`src/rtl/core/ctbs_pkg.sv`:
```
// Shared types and constants of the CAN transmit buffer scheduler.
// No dependencies; every other file of the block imports this package.
`default_nettype none

package ctbs_pkg;

  // Field widths fixed by the item format
  localparam int unsigned OP_W     = 2;
  localparam int unsigned BIDX_W   = 4;
  localparam int unsigned IRQ_W    = 2;
  localparam int unsigned DEL_W    = 2;
  localparam int unsigned CNT_W    = 5;
  localparam int unsigned NBUF_W   = 5;
  localparam int unsigned SYNC_W   = 16;
  localparam int unsigned CFG_IDX_W = 2;
  localparam int unsigned CFG_DAT_W = 16;

  // Operation codes
  localparam logic [OP_W-1:0] OP_SEND     = 2'd0;
  localparam logic [OP_W-1:0] OP_TX_DONE  = 2'd1;
  localparam logic [OP_W-1:0] OP_CLR_SYNC = 2'd2;

  // Interrupt actions
  localparam logic [IRQ_W-1:0] IRQ_NONE    = 2'd0;
  localparam logic [IRQ_W-1:0] IRQ_ENABLE  = 2'd1;
  localparam logic [IRQ_W-1:0] IRQ_DISABLE = 2'd2;

  // Sync deletion codes
  localparam logic [DEL_W-1:0] DEL_NONE    = 2'd0;
  localparam logic [DEL_W-1:0] DEL_INHIBIT = 2'd1;
  localparam logic [DEL_W-1:0] DEL_SYNC    = 2'd2;

  // Register indexes
  localparam logic [CFG_IDX_W-1:0] CFG_BUFFERS_IN_USE = 2'd0;
  localparam logic [CFG_IDX_W-1:0] CFG_SYNC_MASK      = 2'd1;

  localparam logic [NBUF_W-1:0] NBUF_RESET = 5'd16;

  // What the shared step unit does to each visited buffer
  typedef enum logic [1:0] {
    SCAN_FIRST,
    SCAN_SYNC,
    SCAN_SHRINK
  } scan_mode_e;

  typedef struct packed {
    logic             clear;
    logic             stop;
    logic [CNT_W-1:0] count;
  } step_t;

endpackage

`default_nettype wire

```
`src/rtl/core/ctbs_if.sv`:
```
// Handshake channels of the CAN transmit buffer scheduler: request, response
// and configuration write. Depends on ctbs_pkg.
`default_nettype none

interface ctbs_req_if import ctbs_pkg::*; ();
  logic              valid;
  logic              ready;
  logic [OP_W-1:0]   op;
  logic [BIDX_W-1:0] buffer_index;
  logic              mailbox_ready;

  modport source (output valid, op, buffer_index, mailbox_ready, input ready);
  modport sink   (input valid, op, buffer_index, mailbox_ready, output ready);
endinterface

interface ctbs_rsp_if import ctbs_pkg::*; ();
  logic              valid;
  logic              ready;
  logic              overflow;
  logic              overflow_report;
  logic              launch;
  logic [BIDX_W-1:0] launch_index;
  logic [IRQ_W-1:0]  irq_action;
  logic [DEL_W-1:0]  sync_deleted;
  logic [CNT_W-1:0]  pending_total;

  modport source (output valid, overflow, overflow_report, launch, launch_index,
                  irq_action, sync_deleted, pending_total, input ready);
  modport sink   (input valid, overflow, overflow_report, launch, launch_index,
                  irq_action, sync_deleted, pending_total, output ready);
endinterface

interface ctbs_cfg_if import ctbs_pkg::*; ();
  logic                 valid;
  logic                 ready;
  logic [CFG_IDX_W-1:0] index;
  logic [CFG_DAT_W-1:0] data;

  modport source (output valid, index, data, input ready);
  modport sink   (input valid, index, data, output ready);
endinterface

`default_nettype wire

```
`src/rtl/core/ctbs_step_unit.sv`:
```
// Shared step unit of the buffer scan: judges one buffer per cycle and
// produces the decremented pending count. Depends on ctbs_pkg.
`default_nettype none

module ctbs_step_unit import ctbs_pkg::*; #(
  parameter int unsigned NW = 5
) (
  input  scan_mode_e       mode_i,
  input  logic             flag_i,
  input  logic             sync_i,
  input  logic [NW-1:0]    ptr_i,
  input  logic [NW-1:0]    active_i,
  input  logic [CNT_W-1:0] count_i,
  output step_t            step_o
);

  logic beyond;

  assign beyond = (ptr_i >= active_i);

  always_comb begin
    step_o = '0;
    case (mode_i)
      SCAN_FIRST: begin
        step_o.clear = flag_i;
        step_o.stop  = flag_i;
      end
      SCAN_SYNC:   step_o.clear = flag_i & sync_i;
      SCAN_SHRINK: step_o.clear = flag_i & beyond;
      default:     step_o = '0;
    endcase
    // saturate at zero, as the count never goes negative
    if (step_o.clear && (count_i != '0)) begin
      step_o.count = count_i - CNT_W'(1);
    end else begin
      step_o.count = count_i;
    end
  end

endmodule

`default_nettype wire

```
`src/rtl/core/can_tx_buffer_scheduler.sv`:
```
// CAN transmit buffer scheduler for one hardware transmit mailbox. A send
// request is decoded on acceptance into the result registers; the result
// moves on into the response register once that register is free. A transmit
// completion with buffers pending, and a clear of pending sync buffers, walk
// the pending flags through one shared step unit, one buffer per cycle: a
// completion stops at the lowest pending buffer, a clear visits all TX_BUFFERS
// entries. Writing buffers_in_use starts a sweep over all TX_BUFFERS entries
// that drops flags beyond the new buffer count; requests are held off until
// it ends. The request channel accepts one transaction at a time; a finished
// result sits in the response register so that the next request can be
// accepted before it is taken.
// Depends on ctbs_pkg, ctbs_if and ctbs_step_unit.
`default_nettype none

module can_tx_buffer_scheduler import ctbs_pkg::*; #(
  parameter int unsigned TX_BUFFERS = 16
) (
  input  wire         clk_i,
  input  wire         rst_ni,
  ctbs_req_if.sink    req_i,
  ctbs_rsp_if.source  rsp_o,
  ctbs_cfg_if.sink    cfg_i
);

  // Scan pointer width and the width that holds any buffer count
  localparam int unsigned IW  = (TX_BUFFERS > 1) ? $clog2(TX_BUFFERS) : 1;
  localparam int unsigned NWC = $clog2(TX_BUFFERS + 1);
  localparam int unsigned NW  = (NWC > NBUF_W) ? NWC : NBUF_W;

  localparam logic [1:0] ST_IDLE = 2'd0;
  localparam logic [1:0] ST_SCAN = 2'd1;
  localparam logic [1:0] ST_DONE = 2'd2;

  // Control state
  logic [1:0]            state_q, state_d;
  scan_mode_e            mode_q, mode_d;
  logic [IW-1:0]         ptr_q, ptr_d;
  logic [TX_BUFFERS-1:0] flags_q, flags_d;
  logic [CNT_W-1:0]      count_q, count_d;
  logic                  bootup_q, bootup_d;
  logic                  inhibit_q, inhibit_d;
  logic [NBUF_W-1:0]     nbuf_q, nbuf_d;
  logic [SYNC_W-1:0]     sync_q, sync_d;
  logic                  out_valid_q, out_valid_d;

  // Result being built, then the response register
  logic                  res_ovf_q, res_ovf_d;
  logic                  res_rep_q, res_rep_d;
  logic                  res_launch_q, res_launch_d;
  logic [BIDX_W-1:0]     res_lidx_q, res_lidx_d;
  logic [IRQ_W-1:0]      res_irq_q, res_irq_d;
  logic [DEL_W-1:0]      res_del_q, res_del_d;

  logic                  out_ovf_q, out_rep_q, out_launch_q;
  logic [BIDX_W-1:0]     out_lidx_q;
  logic [IRQ_W-1:0]      out_irq_q;
  logic [DEL_W-1:0]      out_del_q;
  logic [CNT_W-1:0]      out_cnt_q;

  logic                  req_fire, cfg_fire, push;
  logic [NW-1:0]         active, nbuf_ext, ptr_ext, idx_ext;
  logic [IW-1:0]         sel_idx;
  logic                  idx_in_range, idx_pending, ptr_sync, ptr_last;
  step_t                 step;

  // Effective buffer count: values above TX_BUFFERS act as TX_BUFFERS
  assign nbuf_ext = NW'(nbuf_q);
  assign active   = (nbuf_ext > NW'(TX_BUFFERS)) ? NW'(TX_BUFFERS) : nbuf_ext;

  assign idx_ext      = NW'(req_i.buffer_index);
  assign sel_idx      = idx_ext[IW-1:0];
  assign idx_in_range = (idx_ext < active);
  assign idx_pending  = idx_in_range && flags_q[sel_idx];

  assign ptr_ext  = NW'(ptr_q);
  assign ptr_sync = (ptr_ext < NW'(SYNC_W)) && sync_q[ptr_ext[BIDX_W-1:0]];
  assign ptr_last = (ptr_q == IW'(TX_BUFFERS - 1));

  ctbs_step_unit #(
    .NW (NW)
  ) u_step (
    .mode_i   (mode_q),
    .flag_i   (flags_q[ptr_q]),
    .sync_i   (ptr_sync),
    .ptr_i    (ptr_ext),
    .active_i (active),
    .count_i  (count_q),
    .step_o   (step)
  );

  // Accept requests and register writes only between transactions
  assign req_i.ready = (state_q == ST_IDLE) && !cfg_i.valid;
  assign cfg_i.ready = (state_q == ST_IDLE);
  assign req_fire    = req_i.valid && req_i.ready;
  assign cfg_fire    = cfg_i.valid && cfg_i.ready;

  // Hand the result over once the response register is free
  assign push = (state_q == ST_DONE) && (!out_valid_q || rsp_o.ready);

  always_comb begin
    state_d      = state_q;
    mode_d       = mode_q;
    ptr_d        = ptr_q;
    flags_d      = flags_q;
    count_d      = count_q;
    bootup_d     = bootup_q;
    inhibit_d    = inhibit_q;
    nbuf_d       = nbuf_q;
    sync_d       = sync_q;
    res_ovf_d    = res_ovf_q;
    res_rep_d    = res_rep_q;
    res_launch_d = res_launch_q;
    res_lidx_d   = res_lidx_q;
    res_irq_d    = res_irq_q;
    res_del_d    = res_del_q;

    case (state_q)
      ST_IDLE: begin
        if (cfg_fire) begin
          case (cfg_i.index)
            CFG_BUFFERS_IN_USE: begin
              nbuf_d  = cfg_i.data[NBUF_W-1:0];
              mode_d  = SCAN_SHRINK;
              ptr_d   = '0;
              state_d = ST_SCAN;
            end
            CFG_SYNC_MASK: sync_d = cfg_i.data[SYNC_W-1:0];
            default: ;
          endcase
        end else if (req_fire) begin
          res_ovf_d    = 1'b0;
          res_rep_d    = 1'b0;
          res_launch_d = 1'b0;
          res_lidx_d   = '0;
          res_irq_d    = IRQ_NONE;
          res_del_d    = DEL_NONE;
          ptr_d        = '0;
          state_d      = ST_DONE;
          case (req_i.op)
            OP_SEND: begin
              if (idx_in_range) begin
                res_ovf_d = idx_pending;
                res_rep_d = idx_pending && !bootup_q;
                res_irq_d = IRQ_ENABLE;
                if (req_i.mailbox_ready && (count_q == '0)) begin
                  // launch straight away; inhibit follows the buffer's sync bit
                  inhibit_d    = sync_q[req_i.buffer_index];
                  res_launch_d = 1'b1;
                  res_lidx_d   = req_i.buffer_index;
                end else if (!idx_pending) begin
                  flags_d[sel_idx] = 1'b1;
                  count_d          = count_q + CNT_W'(1);
                end
              end
            end
            OP_TX_DONE: begin
              bootup_d  = 1'b0;
              inhibit_d = 1'b0;
              if (count_q != '0) begin
                mode_d  = SCAN_FIRST;
                state_d = ST_SCAN;
              end else begin
                res_irq_d = IRQ_DISABLE;
              end
            end
            OP_CLR_SYNC: begin
              if (inhibit_q) begin
                inhibit_d = 1'b0;
                res_del_d = DEL_INHIBIT;
              end
              if (count_q != '0) begin
                mode_d  = SCAN_SYNC;
                state_d = ST_SCAN;
              end
            end
            default: ;
          endcase
        end
      end

      ST_SCAN: begin
        count_d = step.count;
        if (step.clear) begin
          flags_d[ptr_q] = 1'b0;
          if (mode_q == SCAN_SYNC) begin
            res_del_d = DEL_SYNC;
          end
        end
        if (step.stop) begin
          res_launch_d = 1'b1;
          res_lidx_d   = ptr_ext[BIDX_W-1:0];
        end
        if (step.stop || ptr_last) begin
          state_d = (mode_q == SCAN_SHRINK) ? ST_IDLE : ST_DONE;
          // a completion that finds nothing pending drops the stale count
          if ((mode_q == SCAN_FIRST) && !step.stop) begin
            count_d = '0;
          end
        end else begin
          ptr_d = ptr_q + IW'(1);
        end
      end

      ST_DONE: begin
        if (push) begin
          state_d = ST_IDLE;
        end
      end

      default: state_d = ST_IDLE;
    endcase
  end

  always_comb begin
    out_valid_d = out_valid_q;
    if (push) begin
      out_valid_d = 1'b1;
    end else if (out_valid_q && rsp_o.ready) begin
      out_valid_d = 1'b0;
    end
  end

  always_ff @(posedge clk_i or negedge rst_ni) begin
    if (!rst_ni) begin
      state_q     <= ST_IDLE;
      mode_q      <= SCAN_FIRST;
      ptr_q       <= '0;
      flags_q     <= '0;
      count_q     <= '0;
      bootup_q    <= 1'b1;
      inhibit_q   <= 1'b0;
      nbuf_q      <= NBUF_RESET;
      sync_q      <= '0;
      out_valid_q <= 1'b0;
    end else begin
      state_q     <= state_d;
      mode_q      <= mode_d;
      ptr_q       <= ptr_d;
      flags_q     <= flags_d;
      count_q     <= count_d;
      bootup_q    <= bootup_d;
      inhibit_q   <= inhibit_d;
      nbuf_q      <= nbuf_d;
      sync_q      <= sync_d;
      out_valid_q <= out_valid_d;
    end
  end

  // Payload registers: no reset needed
  always_ff @(posedge clk_i) begin
    res_ovf_q    <= res_ovf_d;
    res_rep_q    <= res_rep_d;
    res_launch_q <= res_launch_d;
    res_lidx_q   <= res_lidx_d;
    res_irq_q    <= res_irq_d;
    res_del_q    <= res_del_d;
    if (push) begin
      out_ovf_q    <= res_ovf_q;
      out_rep_q    <= res_rep_q;
      out_launch_q <= res_launch_q;
      out_lidx_q   <= res_lidx_q;
      out_irq_q    <= res_irq_q;
      out_del_q    <= res_del_q;
      out_cnt_q    <= count_q;
    end
  end

  assign rsp_o.valid           = out_valid_q;
  assign rsp_o.overflow        = out_ovf_q;
  assign rsp_o.overflow_report = out_rep_q;
  assign rsp_o.launch          = out_launch_q;
  assign rsp_o.launch_index    = out_lidx_q;
  assign rsp_o.irq_action      = out_irq_q;
  assign rsp_o.sync_deleted    = out_del_q;
  assign rsp_o.pending_total   = out_cnt_q;

endmodule

`default_nettype wire
```
`src/flat_wrapper.sv`:
```
// flat-port wrapper written by rule: the top's interface ports become plain ports
module can_tx_buffer_scheduler_flat import ctbs_pkg::*;
#(
  parameter int unsigned TX_BUFFERS = 16
)
  (clk_i, rst_ni, req_i_valid, req_i_op, req_i_buffer_index, req_i_mailbox_ready, req_i_ready, rsp_o_valid, rsp_o_overflow, rsp_o_overflow_report, rsp_o_launch, rsp_o_launch_index, rsp_o_irq_action, rsp_o_sync_deleted, rsp_o_pending_total, rsp_o_ready, cfg_i_valid, cfg_i_index, cfg_i_data, cfg_i_ready);
  ctbs_req_if req_i_i ();
  ctbs_rsp_if rsp_o_i ();
  ctbs_cfg_if cfg_i_i ();
  input  wire clk_i;
  input  wire rst_ni;
  input wire logic [$bits(req_i_i.valid)-1:0] req_i_valid;
  input wire logic [$bits(req_i_i.op)-1:0] req_i_op;
  input wire logic [$bits(req_i_i.buffer_index)-1:0] req_i_buffer_index;
  input wire logic [$bits(req_i_i.mailbox_ready)-1:0] req_i_mailbox_ready;
  output wire logic [$bits(req_i_i.ready)-1:0] req_i_ready;
  output wire logic [$bits(rsp_o_i.valid)-1:0] rsp_o_valid;
  output wire logic [$bits(rsp_o_i.overflow)-1:0] rsp_o_overflow;
  output wire logic [$bits(rsp_o_i.overflow_report)-1:0] rsp_o_overflow_report;
  output wire logic [$bits(rsp_o_i.launch)-1:0] rsp_o_launch;
  output wire logic [$bits(rsp_o_i.launch_index)-1:0] rsp_o_launch_index;
  output wire logic [$bits(rsp_o_i.irq_action)-1:0] rsp_o_irq_action;
  output wire logic [$bits(rsp_o_i.sync_deleted)-1:0] rsp_o_sync_deleted;
  output wire logic [$bits(rsp_o_i.pending_total)-1:0] rsp_o_pending_total;
  input wire logic [$bits(rsp_o_i.ready)-1:0] rsp_o_ready;
  input wire logic [$bits(cfg_i_i.valid)-1:0] cfg_i_valid;
  input wire logic [$bits(cfg_i_i.index)-1:0] cfg_i_index;
  input wire logic [$bits(cfg_i_i.data)-1:0] cfg_i_data;
  output wire logic [$bits(cfg_i_i.ready)-1:0] cfg_i_ready;
  assign req_i_i.valid = req_i_valid;
  assign req_i_i.op = req_i_op;
  assign req_i_i.buffer_index = req_i_buffer_index;
  assign req_i_i.mailbox_ready = req_i_mailbox_ready;
  assign req_i_ready = req_i_i.ready;
  assign rsp_o_valid = rsp_o_i.valid;
  assign rsp_o_overflow = rsp_o_i.overflow;
  assign rsp_o_overflow_report = rsp_o_i.overflow_report;
  assign rsp_o_launch = rsp_o_i.launch;
  assign rsp_o_launch_index = rsp_o_i.launch_index;
  assign rsp_o_irq_action = rsp_o_i.irq_action;
  assign rsp_o_sync_deleted = rsp_o_i.sync_deleted;
  assign rsp_o_pending_total = rsp_o_i.pending_total;
  assign rsp_o_i.ready = rsp_o_ready;
  assign cfg_i_i.valid = cfg_i_valid;
  assign cfg_i_i.index = cfg_i_index;
  assign cfg_i_i.data = cfg_i_data;
  assign cfg_i_ready = cfg_i_i.ready;
  can_tx_buffer_scheduler #(.TX_BUFFERS(TX_BUFFERS)) u_core (.clk_i(clk_i), .rst_ni(rst_ni), .req_i(req_i_i), .rsp_o(rsp_o_i), .cfg_i(cfg_i_i));
endmodule
```
`config.mk`:
```
export PLATFORM = sky130hd
export DESIGN_NAME = can_tx_buffer_scheduler_flat
export DESIGN_NICKNAME = d
export VERILOG_FILES = /design/src/rtl/core/ctbs_pkg.sv /design/src/rtl/core/ctbs_if.sv /design/src/rtl/core/ctbs_step_unit.sv /design/src/rtl/core/can_tx_buffer_scheduler.sv /design/src/flat_wrapper.sv
export SDC_FILE = /design/constraint.sdc
export NUM_CORES = 1
export LEC_CHECK = 0
export BUFFER_PORTS_ARGS = -buffer_cell sky130_fd_sc_hd__buf_2
export CAP_MARGIN = 40
export CELL_PAD_IN_SITES_DETAIL_PLACEMENT = 1
export CELL_PAD_IN_SITES_GLOBAL_PLACEMENT = 2
export CORE_ASPECT_RATIO = 1.75
export CORE_UTILIZATION = 43
export CTS_CLUSTER_SIZE = 8
export DETAILED_ROUTE_END_ITERATION = 6
export PLACE_DENSITY = 0.95
export SETUP_SLACK_MARGIN = 0.05
export SYNTH_ARGS = -nofsm -noshare
export SYNTH_HDL_FRONTEND = slang
export SYNTH_SLANG_ARGS = --single-unit
```
`constraint.sdc`:
```
create_clock -name clk_i -period 6.1 [get_ports clk_i]
set_input_delay 0.61 -clock clk_i [delete_from_list [all_inputs] [get_ports clk_i]]
set_output_delay 0.61 -clock clk_i [all_outputs]
set_load 0.1 [all_outputs]
```
Word level (Yosys, flattened, before mapping)
Cells that the tools add are included.
Word-level totals
  output and inout port bits: 19
  bits in registers: 80
  word-level logic and storage cells: 193
  input bits: 30
Cells by class
  $add $sub $neg: 3
  equal/unequal tests: 27
  mux-type cells: 82
  reduce and logical (&&, ||, !) cells: 44
  bitwise logic cells: 6
  magnitude comparators: 8
Operators by type and width (count)
  two-way mux 16 bit: 7
  two-way mux 5 bit: 10
  two-way mux 4 bit: 10
  two-way mux 2 bit: 19
  one-hot mux 16 bit (2 select lines): 1
  two-way mux 1 bit: 19
  AND 16 bit: 1
  binary-select mux 1 bit (select 4 bit): 4
  != test 2 bit, second input constant: 8
  NOT 16 bit: 1
  OR 16 bit: 1
  one-hot mux 4 bit (2 select lines): 2
  AND reduction 4 bit: 4
  < comparator 4 x 5 -> 1 bit, second input constant: 3
  != test 2 x 1 -> 1 bit, second input constant: 7
  logical AND 1 bit: 13
  one-hot mux 2 bit (2 select lines): 3
  AND reduction 6 bit: 2
  one-hot mux 5 bit (2 select lines): 1
  AND reduction 3 bit: 3
  demux 1 bit (select 4 bit): 2
  == test 2 x 1 -> 1 bit, second input constant: 4
  >= comparator 4 x 1 -> 1 bit, second input constant: 2
  zero test 2 bit: 4
  26 further kinds: 39

Logic depth before layout (Yosys ltp)
Gate-level depths: netlist of the first run.
  depth in word-level cells: 12
  depth in mapped cells: 11
  mapped depth without buffers: 10

Cells and area by module
Synthesis of the first run repeated with hierarchy kept, for this count alone.
Second synthesis, totals
  cell total of the unflattened synthesis: 381
  area, all modules: 4584.4 sq um
By module, submodules not included
  can_tx_buffer_scheduler: times used 1, area each 4260.3 sq um, cells each 337
  ctbs_step_unit: times used 1, area each 324.1 sq um, cells each 44

Worst setup path after synthesis of the first run
No wires, ideal clock.
  path kind: input-to-reg
  start point: input port cfg_i_valid
  end point: register u_core.state_q[1]
  data arrival time: 3.441 ns
  cell stages on the path: 6
  setup slack: 2.581 ns
  cells stage by stage: clkbuf_1 nor3_1 a21oi_1 a31oi_1 a21oi_1 o2bb2ai_1
Between the ends
  cells in the longest elaborated chain, start to end: 5
  elaborated cells on any way between the ends: 9
  classes of those cells: eq/ne (2); mux (2); reduce/logical (5)
Ends and longest elaborated chain
  from (decl): line flat_wrapper.sv:26  | input wire logic [$bits(cfg_i_i.valid)-1:0] cfg_i_valid;
  zero test 1 bit: line can_tx_buffer_scheduler.sv:92  | assign req_i.ready = (state_q == ST_IDLE) && !cfg_i.valid;
  logical AND 1 bit: line can_tx_buffer_scheduler.sv:92
  net req_i_ready: line flat_wrapper.sv:16  | output wire logic [$bits(req_i_i.ready)-1:0] req_i_ready;
  logical AND 1 bit: line can_tx_buffer_scheduler.sv:94  | assign req_fire = req_i.valid && req_i.ready;
  != test 3 bit (no source line)
  AND reduction 4 bit (no source line)
  to (signal assigned): line can_tx_buffer_scheduler.sv:236  | state_q <= state_d;
  to (decl): line can_tx_buffer_scheduler.sv:35  | logic [1:0] state_q, state_d;
The timed path passes the listed nets, and every way through them passes these cells.
A chain may end at the register's enable or synchronous reset.

Final worst setup path of the first run
  start point: register u_core.nbuf_q[4] (netlist: u_core.nbuf_ext[4])
  end point: register u_core.flags_q[10]
Between the ends
  cells in the longest elaborated chain, start to end: 7
  elaborated cells on any way between the ends: 11
  classes of those cells: order compare (3); eq/ne (3); mux (2); bitwise (1); reduce/logical (2)
Ends and longest elaborated chain
  from (decl): line can_tx_buffer_scheduler.sv:42  | logic [NBUF_W-1:0] nbuf_q, nbuf_d;
  from (signal assigned): line can_tx_buffer_scheduler.sv:243  | nbuf_q <= nbuf_d;
  greater-than comparator 5 bit: line can_tx_buffer_scheduler.sv:68  | assign active = (nbuf_ext > NW'(TX_BUFFERS)) ? NW'(TX_BUFFERS) : nbuf_ext;
  two-way mux 5 bit (*): line can_tx_buffer_scheduler.sv:68
  >= comparator 4 x 5 -> 1 bit: line ctbs_step_unit.sv:19  | assign beyond = (ptr_i >= active_i);
  AND 1 bit: line ctbs_step_unit.sv:29  | SCAN_SHRINK: step_o.clear = flag_i & beyond;
  one-hot mux 1 bit (3 select lines): line ctbs_step_unit.sv:23  | case (mode_i)
  != test 2 x 1 -> 1 bit (no source line)
  AND reduction 8 bit (no source line) (*)
  to (signal assigned): line can_tx_buffer_scheduler.sv:239  | flags_q <= flags_d;
  to (decl): line can_tx_buffer_scheduler.sv:38  | logic [TX_BUFFERS-1:0] flags_q, flags_d;
Every way passes the cells marked *; elsewhere a longest branch is shown, timed or not.

==> results.tsv, run 1 <==
stage	metric	value	unit
yosys	synthesized cell area	4382	µm²
global_route	vias in the first global route	3594	
yosys	Yosys reg bits	80	
global_route	GR Util met2	43.66	%
routing	Iteration-0 DRC Markers	205	
routing	drt total wl	11.00	mm
clock_tree	CTS tree	yes	
sta	Worst-Margin Slew	0.8090	ns
finish	fin area	5045	µm²
worst_setup_path	WP data required	6.38	ns
worst_setup_path	FF-to-FF path depth	11	
clock_tree	root buf cell	clkbuf_16	
routing	Vias	3264	
placement	routability-driven placement congestion ratio	0.8551	
global_route	GR Util met3	4.983	%
worst_setup_path	endpoint type of the worst setup path	flip-flop	
worst_setup_path	arrival time at the worst endpoint	3.33	ns
yosys	share of the synthesized area in the top cell type	29.13	%
outcome	status	complete, no violations	
placement	DP Area	4748	µm²
clock_tree	Max clock buf depth	2	
global_route	largest net degree at the start of global routing	54	
yosys	Synth Net Count	425	
worst_hold_path	Worst Hold Class	in -> async	
yosys	post-synth top area cell	dfrtp_1	
run	Max-Cap Viols	0	
yosys	async set-reset flop share out of synthesis	66.25	%
global_route	met1 usage	24.27	%
finish	area delta synth->final	15.13	%
finish	Final nets	472	
routing	Post-route DRC	0	
finish	fin cells	551	
floorplan	die height	135.5	µm
yosys	Syn. warnings	0	
floorplan	die area	10610	µm²
worst_setup_path	worst-path maximum fanout	7	
sta	Final period util	50.05	%
yosys	Cells after Synth	374	
global_route	first-pass GRT wire length	18.42	mm
placement	dpl cells	535	
clock_tree	Clock Latency Late Sink	0.35	ns
finish	share of cells above drive strength 1	27.23	%
placement	final HPWL from detailed placement	8.405	mm
global_route	Overall Global Routing Usage	23.44	%
pwr	VDD IR max	255.6	µV
sta	Max-slew headroom	46.07	%
sta	clock skew	0.003993	ns
routing	WL/cell	19.96	µm
sta	FMAX	327.5	MHz
pwr	Power Dens Cells	486.5	nW/µm²
yosys	Mean Syn Cell Area	11.72	µm²
routing	Detailed Routing Iterations Pass 1	4	
floorplan	Core Region	9910	µm²
pwr	leakage	2.115	nW
sta	Final Max Tran Viols	0	
yosys	Post-synth top flop	dfrtp_1	
finish	Antenna diodes	0	
routing	antenna viol nets, final	0	
worst_setup_path	Worst R2R Setup Slack	3.05	ns
worst_setup_path	RR Endpoint	u_core.flags_q[10]	
clock_tree	cts repair resizes	0	
clock_tree	Clock Sinks	80	
clock_tree	buffer count from post-CTS setup fixing	0	
yosys	most common cell in the synthesized netlist	dfrtp_1	
routing	Via density	5.924	
sta	crit path time final	3.053	ns
global_route	global route hottest layer	met2	
sta	Fin. Hold Viols	0	
yosys	synth top area cells	dfrtp_1, edfxtp_1, mux4_2	
sta	unrepaired setup endpoints after global routing	no	
clock_tree	H-tree levels	3	
floorplan	Die Wd	78.31	µm
sta	Final Setup Violations	0	
clock_tree	Post-CTS Hold Buffers	0	
worst_setup_path	Critical Path Start Type	flip-flop	
clock_tree	number of CTS-inserted buffers	9	
sta	Setup TNS	0	ns
clock_tree	Reg clk slew, reported paths	0.06	ns
global_route	initial antenna violation count	0	
worst_setup_path	worst r2r src	u_core.nbuf_ext[4]	
floorplan	Cell Rows	48	
worst_setup_path	crit path kind	reg -> reg	
yosys	Seq/Total Area, Yosys	48.83	%
floorplan	I/O pin count	49	
global_route	total gr overflow	0	
floorplan	Initial Utilization	44.22	%
finish	Fillers	1072	
placement	port buffer count	48	
yosys	EDFF count, synth	27	
yosys	top post-synthesis cells by count	dfrtp_1, nand2_1, nor2_1, edfxtp_1	
yosys	Synth cell types	60	
cell families after synthesis:
kind of cell               Yosys count  share of synthesized area (%)
AOI/OAI and AO/OA                   78                          12.22
adders and majority gates           21                          5.997
buffers and inverters               38                          3.512
DFF                                 80                          48.83
muxes                               44                          16.05
and+or+nand+nor                    113                          13.39
critical path, cell delays in order (launching register included):
cell	delay, ns
dfstp_2	0.40
inv_1	0.14
nand2_1	0.11
ha_1	0.20
or4b_2	0.66
a21oi_1	0.20
o31ai_1	0.10
buf_4	0.18
nor3_2	0.42
nand3b_1	0.24
nor2_1	0.17
o22a_1	0.16
power breakdown:
group | internal, W | switching, W
sequential | 0.000738 | 0.000178
clock | 0.000317 | 0.000223
combinational | 0.000373 | 0.000625
total | 0.00143 | 0.00103
cells in the final DEF, fill, tap and decap left out, types with 3 or more instances in the layout:
cell       Yosys  layout
a21oi_1       17      17
nand3_1        8       8
mux2_2        21      21
buf_2          3      48
edfxtp_1      27      27
clkbuf_16      0       9
nand3b_1       3       3
o22a_1        15      15
and2_1         4       4
mux4_2        15      15
or3_1          4       4
ha_1          21      21
and3_1         3       3
nor2_1        28      28
inv_1         20      20
nand2_1       28      28
mux2i_1        5       5
nor2b_1        5       5
mux4_1         3       3
o22ai_1        4       4
nor4_1         6       6
dfrtp_1       51      51
o21ai_0       16      16
nor3_2         4       4
nor3_1         5       5
nand2b_1       7       7
buf_4          0       3
state kept, by name (all words and copies together), names as in the netlist, 2 cells and up:
register	flops
u_core.flags_q	16
u_core.res_irq_q	2
u_core.count_q	5
u_core.rsp_o.irq_action	2
u_core.rsp_o.launch_index	4
u_core.state_q	2
u_core.nbuf_ext	5
u_core.res_lidx_q	4
u_core.res_del_q	2
u_core.rsp_o.pending_total	5
u_core.rsp_o.sync_deleted	2
u_core.ptr_q	4
u_core.sync_q	16
u_core.mode_q	2
how the worst max path moves through the flow:
| stage | startpoint | endpoint | slack, ns | cells past startpoint |
|---|---|---|---|---|
| after global routing | u_core.ptr_q[0] | u_core.count_q[3] | 2.83 | 9 |
| after detailed placement | req_i_buffer_index[1] | u_core.flags_q[8] | 2.70 | 8 |
| after CTS | u_core.nbuf_ext[4] | u_core.flags_q[8] | 3.01 | 11 |
| final | u_core.nbuf_ext[4] | u_core.flags_q[10] | 3.05 | 11 |
| after floorplan | cfg_i_valid | u_core.state_q[1] | 2.58 | 6 |
| after global placement | req_i_buffer_index[1] | u_core.flags_q[1] | 2.86 | 8 |
layout make-up:
class                      instances  area (µm²)  share of cell area [%]
inverter                          21       78.83                   1.562
sequential                        80        2140                   42.41
timing repair buffer              53       285.3                   5.655
clock inverter                     7       71.32                   1.414
clock buffer                       9       225.2                   4.464
multi-input combinational        256        2088                   41.39
tap                              125       156.4                   3.100
metrics by stage:
step / setup WS [ns] / hold slack, ns / power (W) / util, %
after global routing: 2.826 / 0.4293 / 0.002600 / 50.91
after global placement: 2.856 / 0.4009 / 0.001866 / 47.69
after CTS: 3.008 / 0.4107 / 0.002474 / 50.91
after floorplan: 2.581 / 0.3144 / 0.001651 / -
final: 3.047 / 0.3877 / 0.002454 / 50.91
after detailed placement: 2.701 / 0.4052 / 0.001930 / 47.92
metal layers:
layer | routed length, µm | vias up
met5 | 0 | -
met4 | 384 | 0
met3 | 370 | 26
met2 | 6254 | 81
met1 | 3990 | 1671
li1 | - | 1486
Power figures use the tool's default switching activity.
==> run 2, diff against run 1 <==
--- a/config.mk
+++ b/config.mk
@@ -5,15 +5,16 @@
 export SDC_FILE = /design/constraint.sdc
 export NUM_CORES = 1
 export LEC_CHECK = 0
+export ABC_AREA = 1
 export BUFFER_PORTS_ARGS = -buffer_cell sky130_fd_sc_hd__buf_2
 export CAP_MARGIN = 40
 export CELL_PAD_IN_SITES_DETAIL_PLACEMENT = 1
 export CELL_PAD_IN_SITES_GLOBAL_PLACEMENT = 2
 export CORE_ASPECT_RATIO = 1.75
-export CORE_UTILIZATION = 43
+export CORE_UTILIZATION = 35
 export CTS_CLUSTER_SIZE = 8
 export DETAILED_ROUTE_END_ITERATION = 6
-export PLACE_DENSITY = 0.95
+export PLACE_DENSITY = 0.89
 export SETUP_SLACK_MARGIN = 0.05
 export SYNTH_ARGS = -nofsm -noshare
 export SYNTH_HDL_FRONTEND = slang
==> constraint.sdc (replaced) <==
create_clock -name clk_i -period 2.99 [get_ports clk_i]
set_input_delay 0.299 -clock clk_i [delete_from_list [all_inputs] [get_ports clk_i]]
set_output_delay 0.299 -clock clk_i [all_outputs]
set_load 0.1 [all_outputs]
==> run 2 against run 1 <==
Net effect: sequential cell count unchanged; cell count increased by 51%; utilization fell by 8.6 points; largest cell class is now multi-input gates; worst hold slack worse by 0.20 ns; setup slack got worse by 2.8 ns; non-clock buffer count increased by 7; critical endpoint is now u_core.flags_q[2].
==> results.tsv, run 2 <==
stage	metric	value	unit
finish	final core utilization	42.34	%
yosys	mux cell area share after synthesis	2.389	%
placement	routability-driven placement congestion ratio	0.8428	
yosys	Yosys reg bits	80	
global_route	first-pass GRT wire length	23.94	mm
clock_tree	Clock Latency Late Sink	0.34	ns
pwr	VDD IR max	336.7	µV
yosys	Post-Synth XOR/XNOR Area	0.7433	%
yosys	Post-Synth Adder-Cell Area	5.575	%
finish	Fillers	1618	
yosys	largest family of logic cells by synthesized area	simple AND/OR/NAND/NOR gates	
worst_setup_path	Max stage delay on crit path	0.41	ns
floorplan	Initial Utilization	36.24	%
routing	antenna viol nets, final	0	
worst_setup_path	WP data required	3.25	ns
routing	WL/cell	17.28	µm
worst_setup_path	crit-path cells	o41ai_2 -> nand2_1 -> ha_1 -> a21o_1 -> a22oi_1 -> nand2_1 -> nor2_2 -> nand3_1 -> nand2_1 -> nand2_2 -> a21oi_4 -> buf_12 -> nand2_1 -> a21oi_1	
pwr	Switching Fraction	45.75	%
worst_setup_path	FF-to-FF path depth	14	
yosys	Synth Net Count	653	
floorplan	Die Wd	89.72	µm
worst_setup_path	Most common cell on crit path	nand2_1	
global_route	initial antenna violation count	0	
floorplan	die area	13950	µm²
routing	Post-route DRC	0	
sta	unrepaired setup endpoints after global routing	no	
worst_setup_path	Critical Path Start Type	flip-flop	
placement	final HPWL from detailed placement	11.01	mm
worst_setup_path	crit path from	u_core.nbuf_ext[3]	
clock_tree	number of CTS-inserted buffers	9	
routing	Vias	4307	
worst_hold_path	worst hold endpoint	u_core.sync_q[5]	
sta	Max-slew headroom	61.95	%
pwr	clock power share	21.4	%
pwr	switching pwr	0.002585	W
run	Max-Cap Viols	0	
sta	final worst slack	0.2652	ns
sta	Final Setup Violations	0	
clock_tree	root buf cell	clkbuf_16	
worst_setup_path	Worst R2R Setup Slack	0.27	ns
yosys	compound-cell area share of the yosys netlist	12.80	%
finish	Antenna diodes	0	
sta	worst hold margin	0.1863	ns
worst_setup_path	worst r2r src	u_core.nbuf_ext[3]	
placement	worst slack, placed	0.1314	ns
clock_tree	Clock Sinks	80	
global_route	vias in the first global route	4707	
worst_hold_path	min-delay src	cfg_i_data[5]	
yosys	share of the synthesized area in the top cell type	27.08	%
clock_tree	Reg clk slew, reported paths	0.07	ns
placement	port buffer count	48	
worst_setup_path	slowest stage cell on the critical path	dfrtp_1	
yosys	Syn. warnings	0	
finish	storage element area	2140	µm²
yosys	simple-gate area share of the yosys netlist	24.42	%
sta	FMAX	367.0	MHz
floorplan	I/O pin count	49	
worst_setup_path	RR Endpoint	u_core.flags_q[2]	
finish	share of cells above drive strength 1	16.62	%
routing	drt total wl	14.39	mm
sta	Fin. Hold Viols	0	
routing	met2 wire length	8.105	mm
routing	met3 wire length	367	µm
yosys	Cells after Synth	602	
finish	top flop regs	u_core.flags_q (16), u_core.sync_q (16)	
routing	Detailed Routing Iterations Pass 1	4	
worst_setup_path	worst-path maximum fanout	16	
floorplan	Core Region	13010	µm²
yosys	Synth cell types	36	
sta	crit path time final	2.725	ns
routing	Post-Route M1 WL	5.334	mm
yosys	Seq/Total Area, Yosys	45.39	%
yosys	top post-synthesis cells by count	nand2_1, nor2_1, inv_1, dfrtp_1, o21ai_0	
finish	most frequent cells in the layout	nand2_1, nor2_1, inv_1	
clock_tree	CTS tree	yes	
sta	clock skew	0.008874	ns
clock_tree	buffer count from post-CTS setup fixing	0	
yosys	async set-reset flop share out of synthesis	66.25	%
sta	Final period util	91.13	%
worst_setup_path	endpoint type of the worst setup path	flip-flop	
clock_tree	H-tree levels	3	
worst_setup_path	crit path kind	reg -> reg	
yosys	synth top area cells	dfrtp_1, edfxtp_1, nand2_1	
routing	DR top layer	met4	
floorplan	Cell Rows	55	
finish	Final nets	708	
finish	area delta synth->final	16.83	%
yosys	Mean Syn Cell Area	7.829	µm²
clock_tree	Max clock buf depth	2	
yosys	EDFF count, synth	27	
sta	Worst-Margin Slew	0.5687	ns
global_route	largest net degree at the start of global routing	34	
sta	Final Max Tran Viols	0	
pwr	total power	0.005650	W
floorplan	die height	155.5	µm
pwr	sequential share of power	34.0	%
yosys	Post-synth top flop	dfrtp_1	
global_route	Overall Global Routing Usage	22.06	%
worst_hold_path	Worst Hold Class	in -> reg	
pwr	leakage	2.601	nW
worst_hold_path	hold path depth	2	
pwr	Power Dens Cells	1026	nW/µm²
yosys	synthesized cell area	4713	µm²
routing	Via density	5.170	
yosys	post-synth top area cell	dfrtp_1	
finish	area occupied by multi-input gates	2185	µm²
pwr	internal power	0.003065	W
global_route	total gr overflow	0	
pwr	Comb power frac	44.6	%
finish	commonest non-fill, non-tap cell in the layout	nand2_1	
worst_setup_path	arrival time at the worst endpoint	2.98	ns
yosys	most common cell in the synthesized netlist	nand2_1	
outcome	status	complete, no violations	
sta	Setup TNS	0	ns
routing	Iteration-0 DRC Markers	185	
==> run 2: changes by cell type after synthesis, moves of 11 or more <==
cell	before	now
mux4_2	15	0
o21ai_0	16	46
inv_1	20	73
nor2_1	28	79
a21oi_1	17	29
mux2_2	21	10
o22a_1	15	0
nand2_1	28	158
nand3_1	8	28
==> run 2: cell families (layout without fill, tap and decap cells) <==
family / Yosys count / in the layout
buffers and inverters: 97 / 157
and+or+nand+nor: 283 / 283
muxes: 10 / 10
xor gates and xnor gates: 4 / 4
AOI/OAI and AO/OA: 107 / 107
adders and majority gates: 21 / 21
DFF: 80 / 80
==> run 2: metal layers <==
metal,track usage [%],vias up
met3,2.737,38
met2,43.52,105
met1,22.16,2106
met4,11.71,0
li1,-,2058
met5,0,-
==> run 2: power by group through the flow <==
| stage | logic [W] | registers [W] | clock network, W |
|---|---|---|---|
| after floorplan | 0.00158 | 0.00211 | 0 |
| after detailed placement | 0.00250 | 0.00193 | 0 |
| after global routing | 0.00282 | 0.00197 | 0.00128 |
| final | 0.00252 | 0.00192 | 0.00121 |
| after CTS | 0.00252 | 0.00191 | 0.00124 |
| after global placement | 0.00241 | 0.00190 | 0 |
==> run 2: final cells by class <==
| class | instances | area share [%] |
|---|---|---|
| flip-flops and latches | 80 | 38.85 |
| multi-input cells | 425 | 39.67 |
| inverters | 81 | 5.521 |
| well taps | 171 | 3.885 |
| clock buffers | 9 | 4.090 |
| clock inverters | 7 | 1.704 |
| repair buffers | 60 | 6.271 |
==> run 2: how the worst max path moves through the flow <==
stage          slack [ns]                end  cells past startpoint
2_1_floorplan        0.14  u_core.flags_q[9]                     13
3_3_place_gp         0.26  u_core.flags_q[1]                     14
3_5_place_dp         0.13  u_core.flags_q[2]                     14
4_1_cts              0.11  u_core.flags_q[2]                     14
5_1_grt              0.06  u_core.flags_q[2]                     14
6_report             0.27  u_core.flags_q[2]                     14
==> run 2: metrics by stage <==
stage / cells / cell area [µm²]
floorplan: 602 / 4718
global placement: 816 / 5162
detailed placement: 816 / 5162
CTS: 833 / 5492
global route: 833 / 5507
finish: 833 / 5507
==> run 2: worst max-delay path: cells and delay by family, from the launching register on <==
kind                     cells  cell delay (ns)
flip-flops                   1             0.41
AND/OR/NAND/NOR              7             0.75
adder cells (fa/ha/maj)      1             0.31
buffers and inverters        1             0.16
AO/OA/AOI/OAI                5             1.01
==> run 2: repair_timing <==
item / 4_1_cts / 5_1_grt
hold endpoints to repair: 18 / 0
resized for setup: 0 / 3
hold buffers: 1 / 0
setup endpoints to repair: 0 / 20
